[config.mk]
export PLATFORM = sky130hd
export DESIGN_NAME = arp_reply_pppoe_encap_unit
export DESIGN_NICKNAME = d
export VERILOG_FILES = /design/src/hdl/arpenc_pkg.sv /design/src/hdl/arpenc_ram.sv /design/src/hdl/arpenc_ctrl.sv /design/src/hdl/arpenc_dp.sv /design/src/hdl/arp_reply_pppoe_encap_unit.sv
export SDC_FILE = /design/constraint.sdc
export NUM_CORES = 1
export LEC_CHECK = 0
export BUFFER_PORTS_ARGS = -buffer_cell sky130_fd_sc_hd__buf_2
export CAP_MARGIN = 30
export CORE_MARGIN = 2
export CORE_UTILIZATION = 55
export CTS_CLUSTER_DIAMETER = 30
export DETAILED_ROUTE_END_ITERATION = 16
export PLACE_DENSITY = 0.72
export SYNTH_ARGS = -nofsm -noshare
export SYNTH_HDL_FRONTEND = slang
export SYNTH_SLANG_ARGS = --single-unit
[constraint.sdc]
create_clock -name clock -period 9.9 [get_ports clock]
set_clock_uncertainty 0.1 [all_clocks]
set_input_delay 1.98 -clock clock [delete_from_list [all_inputs] [get_ports clock]]
set_output_delay 1.98 -clock clock [all_outputs]
set_load 0.005 [all_outputs]
[src/hdl/arpenc_pkg.sv]
// Shared types, constants and burst layout tables for the ARP reply and PPPoE encapsulation unit.
`default_nettype none

package arpenc_pkg;

   localparam int HOLD_DEPTH = 42;
   localparam int HOLD_AW = $clog2(HOLD_DEPTH);

   localparam logic [15:0] ETYPE_IPV4 = 16'h0800;
   localparam logic [15:0] ETYPE_IPV6 = 16'h86DD;
   localparam logic [15:0] ETYPE_ARP = 16'h0806;
   localparam logic [15:0] ETYPE_PPPOE_SESSION = 16'h8864;
   localparam logic [7:0] PPPOE_VER_TYPE = 8'h11;
   localparam logic [7:0] PPPOE_CODE_DATA = 8'h00;
   localparam logic [15:0] PPP_IPV4 = 16'h0021;
   localparam logic [15:0] PPP_IPV6 = 16'h0057;
   localparam logic [15:0] ARP_REPLY = 16'h0002;

   localparam logic [1:0] VERDICT_PASS = 2'd0;
   localparam logic [1:0] VERDICT_TX = 2'd1;
   localparam logic [1:0] VERDICT_REDIRECT = 2'd2;

   localparam logic [2:0] CSR_ROUTER_MAC = 3'd0;
   localparam logic [2:0] CSR_UPLINK_SRC_MAC = 3'd1;
   localparam logic [2:0] CSR_PEER_MAC = 3'd2;
   localparam logic [2:0] CSR_SESSION_ID = 3'd3;
   localparam logic [2:0] CSR_SESSION_VALID = 3'd4;
   localparam logic [2:0] CSR_UPLINK_PORT = 3'd5;

   typedef struct packed {
      logic [7:0]  data_byte;
      logic [11:0] frame_len;
      logic        in_last;
   } req_payload_type;

   typedef struct packed {
      logic [7:0] out_byte;
      logic       out_last;
      logic [1:0] verdict;
      logic [7:0] dest_port;
   } rsp_payload_type;

   typedef enum logic [1:0] {
      BURST_PASS,
      BURST_ARP,
      BURST_REDIR
   } burst_kind_type;

   typedef enum logic [2:0] {
      SRC_STORE,
      SRC_ROUTER,
      SRC_PEER,
      SRC_UPSRC,
      SRC_CONST,
      SRC_SID,
      SRC_PLEN,
      SRC_PPP
   } src_sel_type;

   typedef struct packed {
      src_sel_type          sel;
      logic [HOLD_AW-1:0]   idx;
      logic [7:0]           value;
   } step_type;

   typedef struct packed {
      logic accept;
      logic rd_issue;
      logic emit;
   } dp_cmd_type;

   typedef struct packed {
      logic burst_start;
      logic burst_final;
      logic out_free;
   } dp_status_type;

   function automatic step_type burst_step(burst_kind_type kind, logic [HOLD_AW-1:0] k);
      step_type s;
      s.sel = SRC_STORE;
      s.idx = k;
      s.value = 8'h00;
      unique case (kind)
         BURST_PASS: begin
            s.sel = SRC_STORE;
            s.idx = k;
         end
         BURST_ARP: begin
            if (k < HOLD_AW'(6)) begin
               s.idx = HOLD_AW'(k + HOLD_AW'(6));
            end else if (k < HOLD_AW'(12)) begin
               s.sel = SRC_ROUTER;
               s.idx = HOLD_AW'(k - HOLD_AW'(6));
            end else if (k < HOLD_AW'(20)) begin
               s.idx = k;
            end else if (k == HOLD_AW'(20)) begin
               s.sel = SRC_CONST;
               s.value = ARP_REPLY[15:8];
            end else if (k == HOLD_AW'(21)) begin
               s.sel = SRC_CONST;
               s.value = ARP_REPLY[7:0];
            end else if (k < HOLD_AW'(28)) begin
               s.sel = SRC_ROUTER;
               s.idx = HOLD_AW'(k - HOLD_AW'(22));
            end else if (k < HOLD_AW'(32)) begin
               s.idx = HOLD_AW'(k + HOLD_AW'(10));
            end else begin
               s.idx = HOLD_AW'(k - HOLD_AW'(10));
            end
         end
         BURST_REDIR: begin
            if (k < HOLD_AW'(6)) begin
               s.sel = SRC_PEER;
               s.idx = k;
            end else if (k < HOLD_AW'(12)) begin
               s.sel = SRC_UPSRC;
               s.idx = HOLD_AW'(k - HOLD_AW'(6));
            end else begin
               case (k)
                  HOLD_AW'(12): begin
                     s.sel = SRC_CONST;
                     s.value = ETYPE_PPPOE_SESSION[15:8];
                  end
                  HOLD_AW'(13): begin
                     s.sel = SRC_CONST;
                     s.value = ETYPE_PPPOE_SESSION[7:0];
                  end
                  HOLD_AW'(14): begin
                     s.sel = SRC_CONST;
                     s.value = PPPOE_VER_TYPE;
                  end
                  HOLD_AW'(15): begin
                     s.sel = SRC_CONST;
                     s.value = PPPOE_CODE_DATA;
                  end
                  HOLD_AW'(16): begin
                     s.sel = SRC_SID;
                     s.idx = HOLD_AW'(0);
                  end
                  HOLD_AW'(17): begin
                     s.sel = SRC_SID;
                     s.idx = HOLD_AW'(1);
                  end
                  HOLD_AW'(18): begin
                     s.sel = SRC_PLEN;
                     s.idx = HOLD_AW'(0);
                  end
                  HOLD_AW'(19): begin
                     s.sel = SRC_PLEN;
                     s.idx = HOLD_AW'(1);
                  end
                  HOLD_AW'(20): begin
                     s.sel = SRC_PPP;
                     s.idx = HOLD_AW'(0);
                  end
                  default: begin
                     s.sel = SRC_PPP;
                     s.idx = HOLD_AW'(1);
                  end
               endcase
            end
         end
         default: begin
            s.sel = SRC_STORE;
            s.idx = k;
         end
      endcase
      return s;
   endfunction

endpackage

`default_nettype wire

[src/hdl/arpenc_ram.sv]
// Generic single-port-write, registered-read RAM.
`default_nettype none

module arpenc_ram #(
   parameter int WIDTH = 8,
   parameter int DEPTH = 42
) (
   input  wire logic                     clock,
   input  wire logic                     wr_en,
   input  wire logic [$clog2(DEPTH)-1:0] wr_addr,
   input  wire logic [WIDTH-1:0]         wr_data,
   input  wire logic                     rd_en,
   input  wire logic [$clog2(DEPTH)-1:0] rd_addr,
   output logic      [WIDTH-1:0]         rd_data
);

   logic [WIDTH-1:0] mem [DEPTH];

   always_ff @(posedge clock) begin
      if (wr_en) begin
         mem[wr_addr] <= wr_data;
      end
      if (rd_en) begin
         rd_data <= mem[rd_addr];
      end
   end

endmodule

`default_nettype wire

[src/hdl/arpenc_ctrl.sv]
// Controller state machine sequencing input transfers and header bursts.
`default_nettype none

module arpenc_ctrl import arpenc_pkg::*; (
   input  wire logic          clock,
   input  wire logic          reset,
   input  wire logic          req_valid,
   output logic               req_ready,
   input  wire dp_status_type status,
   output dp_cmd_type         cmd
);

   typedef enum logic [1:0] {
      ST_INPUT,
      ST_READ,
      ST_EMIT
   } state_type;

   state_type state_ff;
   state_type state_in;

   always_comb begin
      state_in = state_ff;
      req_ready = 1'b0;
      cmd = '0;
      unique case (state_ff)
         ST_INPUT: begin
            req_ready = status.out_free;
            cmd.accept = req_valid && status.out_free;
            if (cmd.accept && status.burst_start) begin
               state_in = ST_READ;
            end
         end
         ST_READ: begin
            cmd.rd_issue = 1'b1;
            state_in = ST_EMIT;
         end
         ST_EMIT: begin
            if (status.out_free) begin
               cmd.emit = 1'b1;
               state_in = status.burst_final ? ST_INPUT : ST_READ;
            end
         end
         default: begin
            state_in = ST_INPUT;
         end
      endcase
   end

   always_ff @(posedge clock) begin
      if (reset) begin
         state_ff <= ST_INPUT;
      end else begin
         state_ff <= state_in;
      end
   end

endmodule

`default_nettype wire

[src/hdl/arpenc_dp.sv]
// Datapath: registers, header store, frame classification and output register.
`default_nettype none

module arpenc_dp import arpenc_pkg::*; #(
   parameter int MAX_FRAME = 2048
) (
   input  wire logic            clock,
   input  wire logic            reset,
   input  wire dp_cmd_type      cmd,
   output dp_status_type        status,
   input  wire req_payload_type req_payload,
   output logic                 rsp_valid,
   input  wire logic            rsp_ready,
   output rsp_payload_type      rsp_payload,
   input  wire logic            csr_valid,
   output logic                 csr_ready,
   input  wire logic [2:0]      csr_index,
   input  wire logic [47:0]     csr_wdata
);

   typedef enum logic [1:0] {
      MODE_COLLECT,
      MODE_PASS,
      MODE_TX,
      MODE_REDIRECT
   } mode_type;

   localparam logic [12:0] MaxFrameLim = 13'(MAX_FRAME);
   localparam logic [HOLD_AW-1:0] PosEtypeHi = HOLD_AW'(12);
   localparam logic [HOLD_AW-1:0] PosEtypeLo = HOLD_AW'(13);
   localparam logic [HOLD_AW-1:0] PosPtypeHi = HOLD_AW'(16);
   localparam logic [HOLD_AW-1:0] PosPtypeLo = HOLD_AW'(17);
   localparam logic [HOLD_AW-1:0] PosLast = HOLD_AW'(HOLD_DEPTH - 1);
   localparam logic [HOLD_AW-1:0] EthHdrLen = HOLD_AW'(14);
   localparam logic [HOLD_AW-1:0] RedirLen = HOLD_AW'(22);
   localparam logic [HOLD_AW-1:0] ArpLen = HOLD_AW'(HOLD_DEPTH);

   function automatic logic [7:0] mac_byte(logic [47:0] mac, logic [HOLD_AW-1:0] idx);
      logic [7:0] b;
      case (idx)
         HOLD_AW'(0): b = mac[47:40];
         HOLD_AW'(1): b = mac[39:32];
         HOLD_AW'(2): b = mac[31:24];
         HOLD_AW'(3): b = mac[23:16];
         HOLD_AW'(4): b = mac[15:8];
         default:     b = mac[7:0];
      endcase
      return b;
   endfunction

   logic [47:0]        router_mac_ff, upsrc_mac_ff, peer_mac_ff;
   logic [15:0]        session_id_ff;
   logic               session_valid_ff;
   logic [7:0]         uplink_port_ff;

   mode_type           mode_ff, mode_in;
   logic [HOLD_AW-1:0] pos_ff, pos_in;
   logic [11:0]        held_len_ff;
   logic [7:0]         et_hi_ff, pt_hi_ff, pt_lo_ff;
   logic               is_v6_ff;
   burst_kind_type     kind_ff, kind_in;
   logic [HOLD_AW-1:0] len_ff, len_in;
   logic [HOLD_AW-1:0] k_ff;
   logic               burst_last_ff;
   logic               rsp_valid_ff;
   rsp_payload_type    rsp_ff, rsp_in;
   logic               load;

   logic [11:0]        hl;
   logic [15:0]        etype;
   logic               len_ok, is_ip, arp_keep, redir, at_type, at_end, collecting;
   logic               out_free;
   logic [7:0]         ram_rdata;
   step_type           step;
   logic [7:0]         burst_byte;
   logic [11:0]        plen;
   logic [15:0]        ppp;
   logic [1:0]         vd;

   assign collecting = (mode_ff == MODE_COLLECT);
   assign hl = (pos_ff == '0) ? req_payload.frame_len : held_len_ff;
   assign etype = {et_hi_ff, req_payload.data_byte};
   assign len_ok = (hl >= 12'd14) && ({1'b0, hl} <= MaxFrameLim);
   assign is_ip = (etype == ETYPE_IPV4) || (etype == ETYPE_IPV6);
   assign arp_keep = len_ok && (etype == ETYPE_ARP) && (hl >= 12'd42);
   assign redir = len_ok && is_ip && session_valid_ff;
   assign at_type = (pos_ff == PosEtypeLo);
   assign at_end = (pos_ff == PosLast);

   assign out_free = !rsp_valid_ff || rsp_ready;
   assign status.out_free = out_free;
   assign status.burst_start = collecting
                               && ((at_type && !arp_keep) || at_end || req_payload.in_last);
   assign status.burst_final = (k_ff == HOLD_AW'(len_ff - HOLD_AW'(1)));

   assign csr_ready = 1'b1;

   arpenc_ram #(
      .WIDTH(8),
      .DEPTH(HOLD_DEPTH)
   ) u_store (
      .clock  (clock),
      .wr_en  (cmd.accept && collecting),
      .wr_addr(pos_ff),
      .wr_data(req_payload.data_byte),
      .rd_en  (cmd.rd_issue),
      .rd_addr(step.idx),
      .rd_data(ram_rdata)
   );

   assign step = burst_step(kind_ff, k_ff);
   assign plen = held_len_ff - 12'd12;
   assign ppp = is_v6_ff ? PPP_IPV6 : PPP_IPV4;

   always_comb begin
      case (step.sel)
         SRC_STORE:  burst_byte = ram_rdata;
         SRC_ROUTER: burst_byte = mac_byte(router_mac_ff, step.idx);
         SRC_PEER:   burst_byte = mac_byte(peer_mac_ff, step.idx);
         SRC_UPSRC:  burst_byte = mac_byte(upsrc_mac_ff, step.idx);
         SRC_SID:    burst_byte = (step.idx == '0) ? session_id_ff[15:8] : session_id_ff[7:0];
         SRC_PLEN:   burst_byte = (step.idx == '0) ? {4'h0, plen[11:8]} : plen[7:0];
         SRC_PPP:    burst_byte = (step.idx == '0) ? ppp[15:8] : ppp[7:0];
         default:    burst_byte = step.value;
      endcase
   end

   always_comb begin
      mode_in = mode_ff;
      pos_in = pos_ff;
      kind_in = BURST_PASS;
      len_in = HOLD_AW'(pos_ff + HOLD_AW'(1));
      if (at_type && !arp_keep) begin
         kind_in = redir ? BURST_REDIR : BURST_PASS;
         len_in = redir ? RedirLen : EthHdrLen;
      end else if (at_end) begin
         kind_in = ({pt_hi_ff, pt_lo_ff} == ETYPE_IPV4) ? BURST_ARP : BURST_PASS;
         len_in = ArpLen;
      end
      if (cmd.accept) begin
         if (req_payload.in_last) begin
            mode_in = MODE_COLLECT;
            pos_in = '0;
         end else if (collecting) begin
            pos_in = HOLD_AW'(pos_ff + HOLD_AW'(1));
            if (at_type && !arp_keep) begin
               mode_in = redir ? MODE_REDIRECT : MODE_PASS;
            end else if (at_end) begin
               mode_in = (kind_in == BURST_ARP) ? MODE_TX : MODE_PASS;
            end
         end
      end
   end

   always_comb begin
      rsp_in = rsp_ff;
      load = 1'b0;
      vd = VERDICT_PASS;
      if (cmd.accept && !collecting) begin
         load = 1'b1;
         case (mode_ff)
            MODE_TX:       vd = VERDICT_TX;
            MODE_REDIRECT: vd = VERDICT_REDIRECT;
            default:       vd = VERDICT_PASS;
         endcase
         rsp_in.out_byte = req_payload.data_byte;
         rsp_in.out_last = req_payload.in_last;
      end else if (cmd.emit) begin
         load = 1'b1;
         case (kind_ff)
            BURST_ARP:   vd = VERDICT_TX;
            BURST_REDIR: vd = VERDICT_REDIRECT;
            default:     vd = VERDICT_PASS;
         endcase
         rsp_in.out_byte = burst_byte;
         rsp_in.out_last = burst_last_ff && status.burst_final;
      end
      if (load) begin
         rsp_in.verdict = vd;
         rsp_in.dest_port = (vd == VERDICT_REDIRECT) ? uplink_port_ff : 8'h00;
      end
   end

   always_ff @(posedge clock) begin
      if (reset) begin
         router_mac_ff <= '0;
         upsrc_mac_ff <= '0;
         peer_mac_ff <= '0;
         session_id_ff <= '0;
         session_valid_ff <= 1'b0;
         uplink_port_ff <= '0;
      end else if (csr_valid) begin
         case (csr_index)
            CSR_ROUTER_MAC:     router_mac_ff <= csr_wdata;
            CSR_UPLINK_SRC_MAC: upsrc_mac_ff <= csr_wdata;
            CSR_PEER_MAC:       peer_mac_ff <= csr_wdata;
            CSR_SESSION_ID:     session_id_ff <= csr_wdata[15:0];
            CSR_SESSION_VALID:  session_valid_ff <= csr_wdata[0];
            CSR_UPLINK_PORT:    uplink_port_ff <= csr_wdata[7:0];
            default: ;
         endcase
      end
   end

   always_ff @(posedge clock) begin
      if (reset) begin
         mode_ff <= MODE_COLLECT;
         pos_ff <= '0;
         held_len_ff <= '0;
         rsp_valid_ff <= 1'b0;
         k_ff <= '0;
      end else begin
         mode_ff <= mode_in;
         pos_ff <= pos_in;
         rsp_valid_ff <= load || (rsp_valid_ff && !rsp_ready);
         if (cmd.accept && collecting && (pos_ff == '0)) begin
            held_len_ff <= req_payload.frame_len;
         end
         if (cmd.accept && status.burst_start) begin
            k_ff <= '0;
         end else if (cmd.emit) begin
            k_ff <= HOLD_AW'(k_ff + HOLD_AW'(1));
         end
      end
   end

   always_ff @(posedge clock) begin
      rsp_ff <= rsp_in;
      if (cmd.accept && collecting) begin
         if (pos_ff == PosEtypeHi) begin
            et_hi_ff <= req_payload.data_byte;
         end
         if (pos_ff == PosPtypeHi) begin
            pt_hi_ff <= req_payload.data_byte;
         end
         if (pos_ff == PosPtypeLo) begin
            pt_lo_ff <= req_payload.data_byte;
         end
         if (at_type) begin
            is_v6_ff <= (etype == ETYPE_IPV6);
         end
      end
      if (cmd.accept && status.burst_start) begin
         kind_ff <= kind_in;
         len_ff <= len_in;
         burst_last_ff <= req_payload.in_last;
      end
   end

   assign rsp_valid = rsp_valid_ff;
   assign rsp_payload = rsp_ff;

`ifndef NO_ASSERTIONS
   a_emit_free: assert property (@(posedge clock) disable iff (reset)
      cmd.emit |-> out_free)
      else $error("Burst byte issued while the output register is occupied.");

   a_read_in_range: assert property (@(posedge clock) disable iff (reset)
      cmd.rd_issue |-> (k_ff < len_ff))
      else $error("Burst step runs past the burst length.");

   a_collect_pos: assert property (@(posedge clock) disable iff (reset)
      collecting |-> (pos_ff < ArpLen))
      else $error("Header position left the header store while collecting.");

   a_stream_out: assert property (@(posedge clock) disable iff (reset)
      (cmd.accept && !collecting) |=> rsp_valid_ff)
      else $error("Streamed byte did not reach the output register.");

   a_no_overlap: assert property (@(posedge clock) disable iff (reset)
      !(cmd.accept && (cmd.emit || cmd.rd_issue)))
      else $error("Input transfer taken during a burst.");
`endif

endmodule

`default_nettype wire

[src/hdl/arp_reply_pppoe_encap_unit.sv]
// Top level of the ARP reply and PPPoE session encapsulation unit.
`default_nettype none

// Frames enter one byte per transfer. The first 14 bytes (42 for an ARP frame) are held in a
// small header RAM until the ethertype is known, one cycle per byte while the output is free.
// The held header then leaves as a burst; each byte is fetched through the RAM's registered
// read port in a read state and sent in an emit state. An encapsulation burst is 22 bytes, an
// ARP reply 42 and an unclassified header 14 or 42, or the whole frame if shorter. The rest
// streams at one cycle per byte while the output side keeps taking transfers. Configuration
// writes are accepted every cycle and should only be made while no frame is in flight.
module arp_reply_pppoe_encap_unit import arpenc_pkg::*; #(
   parameter int MAX_FRAME = 2048
) (
   input  wire logic            clock,
   input  wire logic            reset,
   input  wire logic            req_valid,
   output logic                 req_ready,
   input  wire req_payload_type req_payload,
   output logic                 rsp_valid,
   input  wire logic            rsp_ready,
   output rsp_payload_type      rsp_payload,
   input  wire logic            csr_valid,
   output logic                 csr_ready,
   input  wire logic [2:0]      csr_index,
   input  wire logic [47:0]     csr_wdata
);

   dp_cmd_type    cmd;
   dp_status_type status;

   arpenc_ctrl u_ctrl (
      .clock    (clock),
      .reset    (reset),
      .req_valid(req_valid),
      .req_ready(req_ready),
      .status   (status),
      .cmd      (cmd)
   );

   arpenc_dp #(
      .MAX_FRAME(MAX_FRAME)
   ) u_dp (
      .clock      (clock),
      .reset      (reset),
      .cmd        (cmd),
      .status     (status),
      .req_payload(req_payload),
      .rsp_valid  (rsp_valid),
      .rsp_ready  (rsp_ready),
      .rsp_payload(rsp_payload),
      .csr_valid  (csr_valid),
      .csr_ready  (csr_ready),
      .csr_index  (csr_index),
      .csr_wdata  (csr_wdata)
   );

endmodule

`default_nettype wire
==> results of run 1 <==
critical path: cells and delay by family, from the launching register on:
| kind | cells | cell delay [ns] |
|---|---|---|
| AO/OA/AOI/OAI | 4 | 0.97 |
| adder cells (fa/ha/maj) | 1 | 0.53 |
| buffers and inverters | 2 | 0.98 |
| flip-flops | 1 | 0.61 |
| multiplexers | 3 | 0.98 |
| AND/OR/NAND/NOR | 2 | 1.11 |
synthesized netlist by cell type (all sizes together) (6+ instances only):
cell type | count | area share, %
edfxtp | 397 | 46
and3 | 17 | 0.41
mux2 | 14 | 0.61
xnor2 | 13 | 0.44
a32oi | 11 | 0.37
buf | 59 | 1.2
o21a | 11 | 0.32
ha | 19 | 0.92
a211oi | 23 | 0.73
clkbuf | 82 | 1.2
nor3 | 19 | 0.41
a22oi | 25 | 0.73
a21oi | 243 | 4.7
nand2 | 429 | 6.2
nand4 | 14 | 0.34
nand3 | 38 | 0.74
nor2 | 120 | 1.8
nor4 | 17 | 0.47
dfxtp | 198 | 15
or3 | 9 | 0.22
a31oi | 15 | 0.36
o211ai | 11 | 0.32
nor2b | 15 | 0.36
o22ai | 9 | 0.24
nand2b | 12 | 0.29
a221oi | 6 | 0.20
a22o | 8 | 0.27
xor2 | 13 | 0.44
and2 | 15 | 0.36
inv | 26 | 0.38
o21ai | 61 | 1.2
a21o | 10 | 0.30
o2bb2ai | 7 | 0.24
mux4 | 78 | 6.8
mux2i | 50 | 1.9
logic make-up (layout without fill, tap and decap cells):
kind of cell,Yosys count,in the layout,share of synthesized area [%]
and+or+nand+nor,734,734,12.6
DFF,595,595,61.4
AOI/OAI and AO/OA,497,497,12.0
buffers and inverters,167,356,2.76
muxes,142,142,9.33
xor gates and xnor gates,26,26,0.880
adders and majority gates,20,20,0.996
other,1,1,0.0145
report_power, final:
part	switching, mW	internal (mW)	leakage, nW
combinational	0.226	0.102	3.47
sequential	0.0201	2.68	5.20
clock	1.27	2.56	1.87
total	1.52	5.34	10.5
sequential cells by signal (all words and copies together) (netlist names), 6 cells and up:
signal	flops
u_dp.et_hi_ff	8
u_dp.held_len_ff	12
u_dp.k_ff	6
u_dp.len_ff	6
u_dp.peer_mac_ff	48
u_dp.pos_ff	6
u_dp.pt_hi_ff	8
u_dp.pt_lo_ff	8
u_dp.router_mac_ff	48
u_dp.rsp_payload	19
u_dp.session_id_ff	16
u_dp.u_store.mem	336
u_dp.u_store.rd_data	8
u_dp.uplink_port_ff	8
u_dp.upsrc_mac_ff	48
stage by stage:
step | std cells | power, mW
finish | 2978 | 6.86
global route | 2978 | 7.03
CTS | 2977 | 6.88
detailed placement | 2776 | 3.07
global placement | 2772 | 3.06
floorplan | 2182 | 2.93
worst max-delay path by stage:
| stage | endpoint | cells past startpoint | startpoint |
|---|---|---|---|
| final | u_dp.u_store.rd_data[3] | 12 | u_dp.k_ff[5] |
| after global routing | u_dp.u_store.rd_data[3] | 12 | u_dp.k_ff[5] |
| after global placement | u_dp.u_store.rd_data[3] | 12 | u_dp.k_ff[5] |
| after CTS | u_dp.u_store.rd_data[3] | 12 | u_dp.k_ff[5] |
| after detailed placement | u_dp.u_store.rd_data[3] | 12 | u_dp.k_ff[5] |
| after floorplan | u_dp.burst_last_ff | 8 | req_payload[9] |
per-layer routing:
metal | track usage (%) | up-vias | wire (microns)
met1 | 39.5 | 9129 | 28000
li1 | - | 8326 | -
met2 | 46.7 | 1018 | 34200
met4 | 11.6 | 0 | 2870
met3 | 5.72 | 184 | 6380
met5 | 0 | - | 0
cell type report:
| class | instances | area [sq um] |
|---|---|---|
| repair buffers | 129 | 779 |
| inverters | 26 | 97.6 |
| clock buffers | 127 | 2890 |
| well taps | 607 | 759 |
| flip-flops and latches | 595 | 15900 |
| fillers | 3361 | 15800 |
| multi-input cells | 1420 | 9310 |
| clock inverters | 74 | 947 |
cells in the final DEF (no fill, tap or decap), drive strengths merged, types with 12 or more instances in the layout:
cell type,instances
xor2,13
and3,17
and2,15
dfxtp,198
mux4,78
mux2,14
nor2,120
inv,40
nand4,14
buf,129
nor2b,15
a21oi,243
nand2,429
nand3,38
clkinv,31
a31oi,15
clkbuf,127
bufinv,18
edfxtp,397
a22oi,25
mux2i,50
nor4,17
nand2b,12
ha,19
o21ai,61
xnor2,13
nor3,19
a211oi,23
==> results.yml, run 1 <==
sta:
  fin_crit_ns: 5.59
  finalHoldViolations: 0
  setup_slack_ns: 4.31
  setup_viol: 0
  slew_headroom_pct: 18.4
  fin_crit_sh_pct: 56.5
  tns_ns: 0
  max_freq_mhz: 179
  timing.hold.ws_ns: 0.350
  grt_setup_unrepaired: "false"
  final_max_slew_viol_count: 0
  worst_pin_slew_ns: 1.21
synthesis:
  netlist_area_sq_mm: 0.0259
  syn-num-nets: 2279
  avgSynthCellArea_sq_um: 11.9
  synth_seq_cells: 595
  syn_inst: 2182
  synth_edf_count: 397
  yosysSeqAreaShare_pct: 61.4
  yosysWarnings: 0
  ys_types: 94
  async_flop_share_pct: 0
  synth_flop_cell: "edfxtp_1"
global_route:
  grt_pass1_vias: 18206
  grt_pass1_wl_microns: 110000
  grt_max_degree: 105
  antenna_found_initial: 0
  gr-total-overflow: 0
  track_usage_pct: 29.2
cells_and_area:
  drive_gt1_share_pct: 18.7
  area_growth_pct: 18.5
  diodes: 0
  final_util_pct: 66.0
  final_area_sq_mm: 0.0307
  nets: 2377
floorplanning:
  std_cell_rows: 79
  die_x_microns: 221
  dieArea_sq_mm: 0.0488
  start_util_pct: 55.7
  coreArea_sq_mm: 0.0465
  num_io_pins: 99
  fp.dieH_microns: 221
routing:
  routed_wl_microns: 71500
  drcViolationCount: 0
  drt_iter0_markers: 2359
  dr.pass1.iters: 8
  ant_nets: 0
  post_drt_wl_per_cell_microns: 24.0
  vias: 18657
  via_per_inst: 6.26
clock_network:
  cts_max_path_buffers: 3
  clkTransAtPathRegs_ns: 0.06
  cts_tree: "done"
  cts_sinks: 595
  hold_buffers: 0
  cts_setup_buffers: 0
  h-tree-depth: 3
  numCtsBuffers: 108
  post_cts_resized: 0
  clk_latency_ns: 0.64
  ctsRootBufferMaster: "clkbuf_16"
place:
  port_buffers: 97
  dp_hpwl_microns: 45400
  dp_slack_ns: 4.39
  place_area_sq_mm: 0.0268
  gp_congestion: 0.986
worst_setup_path:
  r2r_slack_ns: 4.31
  cpPeakStageDelay_ns: 0.81
  critical_path.most_common_cell: "mux2i_1"
  crit_required_ns: 10.17
  path_cells: "inv_1 -> ha_1 -> nand2b_1 -> a211oi_1 -> o21ai_1 -> nand2_4 -> buf_4 -> mux4_2 -> mux2i_1 -> mux2i_1 -> o21ai_0 -> a31oi_1"
  worstSetupEndpointType: "flip-flop"
  cpMaxStageDelayCell: "nand2_4"
  crit_type: "reg -> reg"
  rr_worst_depth: 12
  cp-start-kind: "flip-flop"
  worstReg2RegStart: "u_dp.k_ff[5]"
  worstPathArrival_ns: 5.86
  critical_path.max_fanout: 59
  reg2reg_to: "u_dp.u_store.rd_data[3]"
power_and_ir_drop:
  total_leakage_power_nw: 10.5
  p_per_area_mw_per_mm2: 224
  ir_drop_mv: 0.207
worst_hold_path:
  hp-start: "u_dp.uplink_port_ff[7]"
  hold_class: "reg -> reg"
  min_path_cells: 2
  hold_end: "u_dp.uplink_port_ff[7]"
status:
  status: "complete, no violations"
job:
  cap_violations: 0
Note: power is estimated with default switching activity, not from simulation.
==> run 2, diff against run 1 <==
- clock period: 9.9 -> 5.6 ns (I/O delays scaled with it)
==> run 2 against run 1 <==
- fmax increased by 14%
- total power increased by 81%
- register-to-register slack worse by 3.6 ns
- global-route usage increased by 1.8 points
- die area stayed put
- worst setup slack worse by 3.6 ns
- via count grew 1.9%
- clock power up 84%
- non-clock buffer count up 17
==> results.yml, run 2 (same netlist as run 1, synthesis figures left out) <==
power_and_ir_drop:
  p_per_area_mw_per_mm2: 400
  ir_drop_mv: 0.384
  total_leakage_power_nw: 10.7
  power_mw: 12.4
cells_and_area:
  nets: 2398
  final_common_cell: "nand2_1"
  final_cells: 3005
  final_util_pct: 66.7
  diodes: 0
  final_area_sq_mm: 0.0310
  area_growth_pct: 19.8
  top_register: "u_dp.u_store.mem"
  largest_register_ffs: 336
  final_cell_mix: "nand2_1, edfxtp_1, a21oi_1, dfxtp_1, clkbuf_16"
  drive_gt1_share_pct: 19.7
worst_setup_path:
  crit_type: "reg -> reg"
  cpMaxStageDelayCell: "dfxtp_1"
  critical_path.max_fanout: 37
  cp-start-kind: "flip-flop"
  worstSetupEndpointType: "flip-flop"
  worstPathArrival_ns: 5.19
  path_cells: "inv_1 -> ha_1 -> mux2_1 -> a2111oi_0 -> a211oi_1 -> or2_2 -> o21ai_2 -> nand2_1 -> a221oi_1 -> o22ai_1 -> o32a_1"
  cpPeakStageDelay_ns: 0.62
  crit_required_ns: 5.87
floorplanning:
  num_io_pins: 99
  fp.dieH_microns: 221
  coreArea_sq_mm: 0.0465
  die_x_microns: 221
  start_util_pct: 55.7
  dieArea_sq_mm: 0.0488
  std_cell_rows: 79
global_route:
  track_usage_pct: 31.0
  grt_max_degree: 124
  antenna_found_initial: 0
  grt_pass1_vias: 18627
  gr-total-overflow: 0
  grt_pass1_wl_microns: 115000
sta:
  fin_crit_ns: 4.92
  grt_setup_unrepaired: "false"
  tns_ns: 0
  final_max_slew_viol_count: 0
  fin_crit_sh_pct: 87.8
  max_freq_mhz: 203
  slew_headroom_pct: 33.7
  worst_pin_slew_ns: 0.994
  timing.hold.ws_ns: 0.351
  setup_slack_ns: 0.684
  setup_viol: 0
  finalHoldViolations: 0
routing:
  via_per_inst: 6.33
  vias: 19019
  drcViolationCount: 0
  ant_nets: 0
  drt_iter0_markers: 2201
  dr.pass1.iters: 7
  routed_wl_microns: 76200
  post_drt_wl_per_cell_microns: 25.4
clock_network:
  cts_tree: "done"
  h-tree-depth: 3
  hold_buffers: 0
  cts_sinks: 595
  ctsRootBufferMaster: "clkbuf_16"
  clkTransAtPathRegs_ns: 0.05
  cts_max_path_buffers: 3
  post_cts_resized: 0
  cts_setup_buffers: 0
  clk_latency_ns: 0.66
  numCtsBuffers: 112
place:
  dp_slack_ns: 0.778
  place_area_sq_mm: 0.0270
  dp_cells: 2793
  gp_congestion: 0.964
  port_buffers: 97
  dp_hpwl_microns: 48700
job:
  cap_violations: 0
status:
  status: "complete, no violations"
worst_hold_path:
  hold_class: "reg -> reg"
[run 2: cell types whose count changed in the layout (fill, tap and decap cells not counted), moves of 3 or more]
cell | previous run | this run
inv_4 | 5 | 0
clkinv_2 | 20 | 16
clkinv_4 | 7 | 11
clkbuf_16 | 111 | 117
clkinv_8 | 3 | 0
clkbuf_1 | 11 | 5
clkinv_1 | 1 | 4
buf_4 | 27 | 42
clkinvlp_4 | 11 | 21
inv_6 | 9 | 14
[run 2: final timing paths]
kind | startpoint | end | slack, ns | cells past startpoint
setup reg to reg | u_dp.k_ff[5] | u_dp.rsp_payload[16] | 0.68 | 11
hold reg to reg | u_dp.peer_mac_ff[21] | u_dp.peer_mac_ff[21] | 0.35 | 2
setup / recovery | u_dp.k_ff[5] | u_dp.rsp_payload[16] | 0.68 | 11
hold / removal | u_dp.peer_mac_ff[21] | u_dp.peer_mac_ff[21] | 0.35 | 2
[run 2: area by class of cell]
type	count	area (sq um)
Clock buffer	126	3000
Clock inverter	85	1010
Fill cell	3367	15500
Inverter	26	97.6
Multi-Input combinational cell	1420	9310
Sequential cell	595	15900
Tap cell	607	759
Timing Repair Buffer	146	932
[run 2: routing by layer]
metal | global-route usage, % | vias up | part of all wire (%)
li1 | - | 8369 | -
met1 | 40.8 | 9352 | 39
met2 | 49.9 | 1074 | 48
met3 | 6.33 | 224 | 8.8
met4 | 14.1 | 0 | 4.6
met5 | 0 | - | 0
[run 2: worst max-delay path: cells and delay by family, from the launching register on]
family	cells	cell delay (ns)
muxes	1	0.36
and+or+nand+nor	2	0.96
buffers and inverters	1	0.25
DFF	1	0.62
AOI/OAI and AO/OA	6	1.94
adders and majority gates	1	0.41
[run 2: report_power, final]
| group | leakage, nW | total, mW | internal, mW | switching [mW] |
|---|---|---|---|---|
| logic | 3.57 | 0.596 | 0.186 | 0.410 |
| registers | 5.20 | 4.78 | 4.74 | 0.0369 |
| clock network | 1.91 | 7.04 | 4.67 | 2.38 |
==> run 3, diff against run 2 <==
--- a/config.mk
+++ b/config.mk
@@ -12,4 +12,5 @@
 export CTS_CLUSTER_DIAMETER = 30
 export DETAILED_ROUTE_END_ITERATION = 16
+export HOLD_SLACK_MARGIN = 0.05
 export PLACE_DENSITY = 0.72
 export SYNTH_ARGS = -nofsm -noshare
==> constraint.sdc (replaced) <==
create_clock -name clock -period 5.6 [get_ports clock]
set_clock_uncertainty 0.1 [all_clocks]
set_input_delay 0.56 -clock clock [delete_from_list [all_inputs] [get_ports clock]]
set_output_delay 0.56 -clock clock [all_outputs]
set_load 0.005 [all_outputs]
==> run 3 against run 2 <==
- global-route usage is 0.60 points lower
- die area stayed put
- non-clock buffer count is 5 higher
- final cell count is 0.43% lower
- via count hardly changed
- core utilization is 0.69 points lower
- highest routed layer unchanged
- sequential power hardly changed
- fmax is 5.2% higher
- register-to-register slack better by 0.24 ns
- worst setup slack better by 0.24 ns
==> results.yml, run 3 (same netlist as run 1, synthesis figures left out) <==
floorplanning:
  dieArea_sq_mm: 0.0488
  std_cell_rows: 79
  die_x_microns: 221
  start_util_pct: 55.7
  num_io_pins: 99
  coreArea_sq_mm: 0.0465
  fp.dieH_microns: 221
cells_and_area:
  final_area_sq_mm: 0.0307
  top_register: "u_dp.u_store.mem"
  fill_cells: 3364
  final_common_cell: "nand2_1"
  drive_gt1_share_pct: 18.5
  area_growth_pct: 18.6
  final_cell_mix: "nand2_1, edfxtp_1, a21oi_1, dfxtp_1, nor2_1"
  final_util_pct: 66.0
  final_cells: 2992
  largest_register_ffs: 336
  diodes: 0
  nets: 2394
power_and_ir_drop:
  power_mw: 11.7
  total_leakage_power_nw: 10.6
  ir_drop_mv: 0.322
  p_per_area_mw_per_mm2: 383
clock_network:
  cts_max_path_buffers: 3
  h-tree-depth: 3
  cts_tree: "done"
  ctsRootBufferMaster: "clkbuf_16"
  clkTransAtPathRegs_ns: 0.05
  clk_latency_ns: 0.66
  numCtsBuffers: 103
  post_cts_resized: 0
  cts_sinks: 595
place:
  dp_cells: 2793
  port_buffers: 97
  gp_congestion: 0.981
  place_area_sq_mm: 0.0270
  dp_hpwl_microns: 48200
sta:
  fin_crit_sh_pct: 83.5
  grt_setup_unrepaired: "false"
  fin_crit_ns: 4.67
  final_max_slew_viol_count: 0
  setup_viol: 0
  worst_pin_slew_ns: 1.01
  finalHoldViolations: 0
  slew_headroom_pct: 32.7
  tns_ns: 0
  max_freq_mhz: 214
global_route:
  grt_max_degree: 124
  track_usage_pct: 30.4
  grt_pass1_wl_microns: 113000
  grt_pass1_vias: 18222
  gr-total-overflow: 0
  antenna_found_initial: 0
worst_setup_path:
  worstPathArrival_ns: 4.98
  critPathBufInv: 1
  crit_required_ns: 5.90
  critical_path.max_fanout: 32
  cp-start-kind: "flip-flop"
  cpMaxStageDelayCell: "or4_1"
  crit_type: "reg -> reg"
  cpPeakStageDelay_ns: 0.62
  path_cells: "inv_1 -> ha_1 -> or4_1 -> a211oi_2 -> a211o_1 -> nand2_4 -> o21ai_2 -> nand2_1 -> a221oi_1 -> o22ai_1 -> o32a_1"
  worstSetupEndpointType: "flip-flop"
  cp_top_family: "compound AO/OA/AOI/OAI gates"
routing:
  via_per_inst: 6.36
  post_drt_wl_per_cell_microns: 25.3
  dr.pass1.iters: 8
  vias: 19027
  drt_iter0_markers: 2322
  drcViolationCount: 0
  routed_wl_microns: 75700
  ant_nets: 0
job:
  cap_violations: 0
status:
  status: "complete, no violations"
worst_hold_path:
  hold_class: "in -> reg"
[run 3: tightest hold or removal path: cells and delay by family]
kind                   cells  cell delay [ns]
AO/OA/AOI/OAI              1             0.05
buffers and inverters      1             0.11
AND/OR/NAND/NOR            1             0.05
[run 3: area by class of cell]
| type | count | area [sq um] | share of cell area (%) |
|---|---|---|---|
| Timing Repair Buffer | 151 | 1050 | 3.42 |
| Tap cell | 607 | 759 | 2.48 |
| Inverter | 26 | 97.6 | 0.318 |
| Sequential cell | 595 | 15900 | 51.8 |
| Clock inverter | 68 | 825 | 2.69 |
| Multi-Input combinational cell | 1420 | 9310 | 30.3 |
| Clock buffer | 125 | 2750 | 8.97 |
[run 3: path summary, 6_finish.rpt]
check	from	cells after the start	end	slack, ns
max	u_dp.k_ff[0]	11	u_dp.rsp_payload[16]	0.93
min	csr_wdata[41]	3	u_dp.peer_mac_ff[41]	0.07
max reg2reg	u_dp.k_ff[0]	11	u_dp.rsp_payload[16]	0.93
min reg2reg	u_dp.uplink_port_ff[1]	2	u_dp.uplink_port_ff[1]	0.34
[run 3: repair_timing]
action | CTS | global route
setup buffers | 0 | 0
setup endpoints to repair | 0 | 0
hold buffers | 4 | 0
hold endpoints to repair | 7 | 0
[run 3: per-stage QoR]
step,setup WS [ns],hold WS (ns)
after floorplan,1.58,0.332
after global placement,1.04,0.338
after detailed placement,1.01,0.342
after CTS,0.976,0.0517
after global routing,0.661,0.0619
final,0.926,0.0652
[run 3: report_power, final]
part           total, mW  leakage (nW)  switching (mW)  internal, mW
Clock               6.36          1.75            2.24          4.12
Combinational      0.602          3.61           0.409         0.193
Sequential          4.78          5.20          0.0387          4.74
Total               11.7          10.6            2.68          9.06
[run 3: per-layer routing]
layer  wire (microns)  GRT usage [%]  vias to the layer above
met3             6560           6.33                      222
li1                 -              -                     8348
met2            36400           49.7                     1048
met4             3210           12.0                        0
met1            29500           39.9                     9409
met5                0              0                        -
